===== config.mk =====
export PLATFORM = sky130hd
export DESIGN_NAME = sorted_record_insert_table_unit
export DESIGN_NICKNAME = d
export VERILOG_FILES = /design/src/rtl/srit_pkg.sv /design/src/rtl/sorted_record_insert_table_unit.sv
export SDC_FILE = /design/constraint.sdc
export NUM_CORES = 2
export LEC_CHECK = 0
export ABC_AREA = 1
export BUFFER_PORTS_ARGS = -buffer_cell sky130_fd_sc_hd__buf_2
export CAP_MARGIN = 20
export CORE_ASPECT_RATIO = 0.8
export CORE_MARGIN = 5
export CORE_UTILIZATION = 65
export CTS_CLUSTER_DIAMETER = 150
export CTS_CLUSTER_SIZE = 12
export DETAILED_ROUTE_END_ITERATION = 12
export GPL_TIMING_DRIVEN = 1
export PLACE_DENSITY_LB_ADDON = 0.25
export SLEW_MARGIN = 20
export SYNTH_ARGS = -nofsm -noshare
export SYNTH_HDL_FRONTEND = slang
export SYNTH_SLANG_ARGS = --single-unit

===== constraint.sdc =====
create_clock -name clock -period 18.8 [get_ports clock]
set_input_delay 2.82 -clock clock [delete_from_list [all_inputs] [get_ports clock]]
set_output_delay 2.82 -clock clock [all_outputs]
set_load 0.01 [all_outputs]

===== src/rtl/srit_pkg.sv =====
`default_nettype none

package srit_pkg;

   // Codes of the action field of a request beat.
   typedef logic [1:0] action_type;
   localparam action_type ACT_ADD    = 2'd0;
   localparam action_type ACT_APPEND = 2'd1;
   localparam action_type ACT_CLEAR  = 2'd2;
   localparam action_type ACT_READ   = 2'd3;

   // Codes of the status field of a response beat.
   typedef logic [1:0] status_type;
   localparam status_type ST_OK    = 2'd0;
   localparam status_type ST_DUP   = 2'd1;
   localparam status_type ST_FULL  = 2'd2;
   localparam status_type ST_INDEX = 2'd3;

   // Field order gives the compound key order: score, then lines, then level.
   typedef struct packed {
      logic [31:0] score;
      logic [15:0] lines;
      logic [15:0] level;
   } record_type;

endpackage

`default_nettype wire


===== src/rtl/sorted_record_insert_table_unit.sv =====
`default_nettype none

// Channel | Direction | Handshake             | Payload
// req_    | in        | req_valid / req_stall | action, rec_score/lines/level, read_index
// rsp_    | out       | rsp_valid / rsp_stall | status, slot, entry_count, entry_*
//
// One request is in work at a time; the table lives in one memory with a
// single read and a single write port, read data registered. An add compares
// stored entries one per cycle and then moves entries down (read, then write);
// a rejected add moves none. While a response is stalled, the next request is
// still accepted and waits to finish. Reset empties the table at once.
module sorted_record_insert_table_unit #(
   parameter int CAPACITY = 16
) (
   input  wire logic                clock,
   input  wire logic                reset,
   input  wire logic                req_valid,
   output logic                     req_stall,
   input  wire srit_pkg::action_type req_action,
   input  wire logic [31:0]         req_rec_score,
   input  wire logic [15:0]         req_rec_lines,
   input  wire logic [15:0]         req_rec_level,
   input  wire logic [3:0]          req_read_index,
   output logic                     rsp_valid,
   input  wire logic                rsp_stall,
   output srit_pkg::status_type     rsp_status,
   output logic [3:0]               rsp_slot,
   output logic [4:0]               rsp_entry_count,
   output logic [31:0]              rsp_entry_score,
   output logic [15:0]              rsp_entry_lines,
   output logic [15:0]              rsp_entry_level
);
   import srit_pkg::*;

   localparam int CW = $clog2(CAPACITY + 1);
   localparam int AW = $clog2(CAPACITY);
   localparam logic [CW-1:0] CAP_C  = CW'(CAPACITY);
   localparam logic [CW-1:0] LAST_C = CW'(CAPACITY - 1);

   typedef enum logic [2:0] {
      S_IDLE,
      S_SCAN,
      S_SHIFT,
      S_MOVE,
      S_READ,
      S_DONE
   } state_type;

   state_type     state_ff, state_in;
   logic [CW-1:0] count_ff, count_in;
   logic [CW-1:0] pos_ff, pos_in;
   logic [CW-1:0] idx_ff, idx_in;
   record_type    rec_ff, rec_in;
   status_type    res_status_ff, res_status_in;
   logic [3:0]    res_slot_ff, res_slot_in;
   record_type    res_entry_ff, res_entry_in;
   logic          rsp_valid_ff, rsp_valid_in;
   status_type    rsp_status_ff, rsp_status_in;
   logic [3:0]    rsp_slot_ff, rsp_slot_in;
   logic [4:0]    rsp_count_ff, rsp_count_in;
   record_type    rsp_entry_ff, rsp_entry_in;

   record_type    mem [CAPACITY];
   record_type    rd_data_ff;
   logic          rd_en;
   logic [AW-1:0] rd_addr;
   logic          wr_en;
   logic [AW-1:0] wr_addr;
   record_type    wr_data;

   record_type    req_rec;
   logic [CW+3:0] req_idx_ext;
   logic [CW+3:0] count_ext;
   logic [CW-1:0] pos_next;
   logic [CW-1:0] idx_prev;
   logic [63:0]   stored_key;
   logic [63:0]   new_key;
   logic          rsp_free;

   function automatic logic [3:0] slot_of(input logic [CW-1:0] v);
      logic [CW+3:0] ext;
      ext = {4'b0, v};
      return ext[3:0];
   endfunction

   function automatic logic [4:0] count_of(input logic [CW-1:0] v);
      logic [CW+4:0] ext;
      ext = {5'b0, v};
      return ext[4:0];
   endfunction

   assign req_rec     = '{score: req_rec_score, lines: req_rec_lines, level: req_rec_level};
   assign req_idx_ext = {{CW{1'b0}}, req_read_index};
   assign count_ext   = {4'b0, count_ff};
   assign pos_next    = pos_ff + 1'b1;
   assign idx_prev    = idx_ff - 1'b1;
   assign stored_key  = {rd_data_ff.score, rd_data_ff.lines, rd_data_ff.level};
   assign new_key     = {rec_ff.score, rec_ff.lines, rec_ff.level};
   assign rsp_free    = !rsp_valid_ff || !rsp_stall;
   assign req_stall   = (state_ff != S_IDLE);

   always_comb begin
      state_in      = state_ff;
      count_in      = count_ff;
      pos_in        = pos_ff;
      idx_in        = idx_ff;
      rec_in        = rec_ff;
      res_status_in = res_status_ff;
      res_slot_in   = res_slot_ff;
      res_entry_in  = res_entry_ff;
      rsp_valid_in  = rsp_valid_ff;
      rsp_status_in = rsp_status_ff;
      rsp_slot_in   = rsp_slot_ff;
      rsp_count_in  = rsp_count_ff;
      rsp_entry_in  = rsp_entry_ff;
      rd_en         = 1'b0;
      rd_addr       = '0;
      wr_en         = 1'b0;
      wr_addr       = '0;
      wr_data       = rec_ff;

      if (rsp_valid_ff && !rsp_stall) begin
         rsp_valid_in = 1'b0;
      end

      case (state_ff)
         S_IDLE: begin
            if (req_valid) begin
               rec_in        = req_rec;
               res_status_in = ST_OK;
               res_slot_in   = '0;
               res_entry_in  = '0;
               state_in      = S_DONE;
               case (req_action)
                  ACT_ADD: begin
                     pos_in = '0;
                     if (count_ff == '0) begin
                        idx_in   = '0;
                        state_in = S_SHIFT;
                     end else begin
                        rd_en    = 1'b1;
                        rd_addr  = '0;
                        state_in = S_SCAN;
                     end
                  end
                  ACT_APPEND: begin
                     if (count_ff == CAP_C) begin
                        res_status_in = ST_FULL;
                     end else begin
                        wr_en       = 1'b1;
                        wr_addr     = count_ff[AW-1:0];
                        wr_data     = req_rec;
                        res_slot_in = slot_of(count_ff);
                        count_in    = count_ff + 1'b1;
                     end
                  end
                  ACT_CLEAR: begin
                     count_in = '0;
                  end
                  default: begin
                     res_slot_in = req_read_index;
                     if (req_idx_ext >= count_ext) begin
                        res_status_in = ST_INDEX;
                     end else begin
                        rd_en    = 1'b1;
                        rd_addr  = req_idx_ext[AW-1:0];
                        state_in = S_READ;
                     end
                  end
               endcase
            end
         end

         // One stored entry is compared per cycle while the next is read.
         S_SCAN: begin
            if (stored_key > new_key) begin
               if (pos_next == count_ff) begin
                  pos_in = count_ff;
                  if (count_ff == CAP_C) begin
                     res_status_in = ST_FULL;
                     res_slot_in   = '0;
                     state_in      = S_DONE;
                  end else begin
                     idx_in   = count_ff;
                     state_in = S_SHIFT;
                  end
               end else begin
                  pos_in  = pos_next;
                  rd_en   = 1'b1;
                  rd_addr = pos_next[AW-1:0];
               end
            end else if (stored_key == new_key) begin
               res_status_in = ST_DUP;
               res_slot_in   = slot_of(pos_ff);
               state_in      = S_DONE;
            end else begin
               // On a full table the last entry is dropped.
               idx_in   = (count_ff == CAP_C) ? LAST_C : count_ff;
               state_in = S_SHIFT;
            end
         end

         // Entries from the tail down to the insert point move one slot down.
         S_SHIFT: begin
            if (idx_ff > pos_ff) begin
               rd_en    = 1'b1;
               rd_addr  = idx_prev[AW-1:0];
               state_in = S_MOVE;
            end else begin
               wr_en       = 1'b1;
               wr_addr     = pos_ff[AW-1:0];
               wr_data     = rec_ff;
               res_slot_in = slot_of(pos_ff);
               if (count_ff != CAP_C) begin
                  count_in = count_ff + 1'b1;
               end
               state_in = S_DONE;
            end
         end

         S_MOVE: begin
            wr_en    = 1'b1;
            wr_addr  = idx_ff[AW-1:0];
            wr_data  = rd_data_ff;
            idx_in   = idx_prev;
            state_in = S_SHIFT;
         end

         S_READ: begin
            res_entry_in = rd_data_ff;
            state_in     = S_DONE;
         end

         S_DONE: begin
            if (rsp_free) begin
               rsp_valid_in  = 1'b1;
               rsp_status_in = res_status_ff;
               rsp_slot_in   = res_slot_ff;
               rsp_count_in  = count_of(count_ff);
               rsp_entry_in  = res_entry_ff;
               state_in      = S_IDLE;
            end
         end

         default: begin
            state_in = S_IDLE;
         end
      endcase
   end

   always_ff @(posedge clock) begin
      if (reset) begin
         state_ff     <= S_IDLE;
         count_ff     <= '0;
         rsp_valid_ff <= 1'b0;
      end else begin
         state_ff     <= state_in;
         count_ff     <= count_in;
         rsp_valid_ff <= rsp_valid_in;
      end
      pos_ff        <= pos_in;
      idx_ff        <= idx_in;
      rec_ff        <= rec_in;
      res_status_ff <= res_status_in;
      res_slot_ff   <= res_slot_in;
      res_entry_ff  <= res_entry_in;
      rsp_status_ff <= rsp_status_in;
      rsp_slot_ff   <= rsp_slot_in;
      rsp_count_ff  <= rsp_count_in;
      rsp_entry_ff  <= rsp_entry_in;
   end

   always_ff @(posedge clock) begin
      if (wr_en) begin
         mem[wr_addr] <= wr_data;
      end
      if (rd_en) begin
         rd_data_ff <= mem[rd_addr];
      end
   end

   assign rsp_valid       = rsp_valid_ff;
   assign rsp_status      = rsp_status_ff;
   assign rsp_slot        = rsp_slot_ff;
   assign rsp_entry_count = rsp_count_ff;
   assign rsp_entry_score = rsp_entry_ff.score;
   assign rsp_entry_lines = rsp_entry_ff.lines;
   assign rsp_entry_level = rsp_entry_ff.level;

endmodule

`default_nettype wire


==> results.cfg <==
[cts]
cts-resized-gates = 0
cts_buffers = 119
cts_post_setup_buffers_inserted = 0
cts_tree = done
clk_path_buf_depth = 3
clk_latency_ns = 0.71
cts_sinks = 1316
cts_root_buf = clkbuf_16
cts_hold_buf = 0
h-tree-depth = 3
path_clk_slew_ns = 0.06

[place]
dpl.hpwl_mm = 78.0
dpl_worst_slack_ns = 11.02
globalplace.congestion = 0.924
portBuffers = 150

[grt]
grt_pass1_vias = 38100
grt_max_degree = 225
grt_pass1_wl_mm = 226
antenna_found_initial = 1
gr-total-overflow = 0
grt_util_all_layers_pct = 31.0

[drt]
dr.pass1.iters = 6
via_per_inst = 6.12
drt_iter0_markers = 5487
wl_per_cell_um = 23.1
wirelength_mm = 151
via_count = 40000
antenna_left = 0
drc = 0

[synthesis]
yosys-top-cells-count = edfxtp_1 (1307), nand3_1 (1179), nand2_1 (932), inv_1 (847), buf_2 (222)
async_flop_share_pct = 0
synth_compound_area_share_pct = 3.02
synth_area_um2 = 58200
synthFlopType = edfxtp_1
synthAdderAreaFrac_pct = 1.74
synth_mux_area_share_pct = 0
synth-xor-area-share_pct = 0.105
synth_top_cell_area_share_pct = 67.5
ys_types = 44
yosysMostFrequentCell = edfxtp_1
synth-simple-area-share_pct = 19.2
yosysTopAreaCell = edfxtp_1
synth_edf_count = 1307
ys_warn_count = 0
synth_top_family_by_area = simple AND/OR/NAND/NOR gates
synth-seq-cells = 1316
synth_area_leaders = edfxtp_1 (67%), nand3_1 (10%), nand2_1 (6.0%), inv_1 (5.5%), buf_2 (1.9%)
syn_area_per_cell_um2 = 11.0
postSynthCellCount = 5281
yosysSeqAreaShare_pct = 67.8
synth_nets = 5436

[finish]
area_delta_synth_final_pct = 8.67
num-nets-final = 5476
drive_above_1_share_pct = 8.27
fillers = 6115
antennaDiodeCount = 0
final_util_pct = 71.0

[floorplan]
coreArea_um2 = 89000
num_rows = 98
io_pins = 151
die_area_um2 = 95600
die_h_um = 278
die_w_um = 344
start_util_pct = 65.3

[pwr]
swShare_pct = 35.5
p_clk_share_pct = 21.9
power_density_nw_per_um2 = 154
intPower_mw = 6.28
comb_power_share_pct = 31.9
power_frac_seq_pct = 46.2
ir_drop_mv = 0.119
p_leak_nw = 25.3
switching_power_mw = 3.45

[critical_path]
r2r_slack_ns = 12.18
crit_fanout = 168
crit_buf_inv = 5
crit_slowest_cell = buf_4
cp_cell_sequence = buf_2 -> ha_1 -> a21o_1 -> a22oi_1 -> o21a_1 -> nand2_1 -> inv_1 -> nand2_1 -> nand2_1 -> inv_16 -> nand2_8 -> buf_4 -> buf_4 -> nand2_1 -> nand3_1 -> nand3_1 -> nand3_1 -> nand2_1
cp_top_family = buffers and inverters
cpMostUsedCell = nand2_1
start_kind = input port
end_kind = flip-flop
critPathMaxStageDelay_ns = 0.82
arrival_ns = 7.58
critPathKind = input port to flip-flop
required_ns = 19.26

[run_status]
status = finished clean

[sta]
clock_skew_ns = 0.0229
setup_violations = 0
finalSetupTns_ns = 0
drv_slew = 0
tightest_slew_ns = 1.30
post-route-period-util_pct = 37.9
period_minus_slack_ns = 7.12
finalHoldViolCount = 0
max_freq_mhz = 140
rsz0062_at_grt = false
setup_ws_ns = 11.68
slew_headroom_pct = 13.4

[hold_path]
min_path_type = flip-flop to flip-flop

[job]
maxCapViolCount = 0
kinds of logic (layout without fill, tap and decap cells):
logic type      Yosys count  after routing
compound gates          290            290
xor+xnor                  7              7
buf+inv                1169           1223
simple gates           2418           2418
fa+ha+maj                81             81
flops                  1316           1316
power by group through the flow:
stage	clock network [mW]	logic (mW)	registers [mW]
floorplan	0	1.95	4.52
global placement	0	2.84	4.55
detailed placement	0	2.95	4.56
CTS	2.14	2.97	4.50
global route	2.27	3.37	4.52
finish	2.13	3.10	4.49
state kept, by name, summed over array words and instances (netlist names):
register         flops
mem               1024
new_key             64
rd_data_ff          64
res_entry_ff        64
rsp_entry_score     32
rsp_entry_level     16
rsp_entry_lines     16
count_ff             5
idx_ff               5
pos_ff               5
rsp_entry_count      5
res_slot_ff          4
rsp_slot             4
state_ff             3
res_status_ff        2
rsp_status           2
rsp_valid            1
worst paths after layout:
kind,startpoint,endpoint,cells after the start
worst min register to register,res_entry_ff[36],rsp_entry_score[4],0
worst max-delay path,req_read_index[2],rd_data_ff[42],18
worst min-delay path,res_entry_ff[36],rsp_entry_score[4],0
worst max register to register,rd_data_ff[31],rd_data_ff[42],18
cell usage in the layout (no fill, tap or decap), types with 81 or more instances in the layout:
cell type  synthesis  final
a21oi_1          106    105
buf_2            222    153
clkbuf_16          0    121
edfxtp_1        1307   1307
ha_1              81     81
inv_1            847    845
nand2_1          932    928
nand3_1         1179   1179
nand3b_1         137    137
nor2_1           134    119
o21ai_0           96     96
metal layers:
metal / global-route usage [%] / up-vias / part of all wire [%]
met3: 6.27 / 382 / 12
met1: 43.6 / 19000 / 38
met5: 0 / - / 0
met2: 48.7 / 2521 / 46
met4: 11.3 / 0 / 3.8
li1: - / 18000 / -
through the flow:
stage | hold slack, ns | power, mW | instance area, µm² | std cells
floorplan | 0.400 | 6.47 | 58200 | 5281
global placement | 0.402 | 7.39 | 59700 | 6388
detailed placement | 0.405 | 7.51 | 59800 | 6395
CTS | 0.418 | 9.62 | 62900 | 6530
global route | 0.426 | 10.2 | 63200 | 6535
finish | 0.416 | 9.72 | 63200 | 6535
area by class of cell:
| type | instances | area (µm²) | area share (%) |
|---|---|---|---|
| Clock inverter | 4 | 67.6 | 0.107 |
| Clock buffer | 131 | 3070 | 4.85 |
| Tap cell | 1200 | 1500 | 2.38 |
| Inverter | 861 | 3270 | 5.18 |
| Multi-Input combinational cell | 2796 | 14500 | 22.9 |
| Sequential cell | 1316 | 39400 | 62.4 |
| Timing Repair Buffer | 227 | 1390 | 2.20 |
Note: power is estimated with default switching activity, not from simulation.
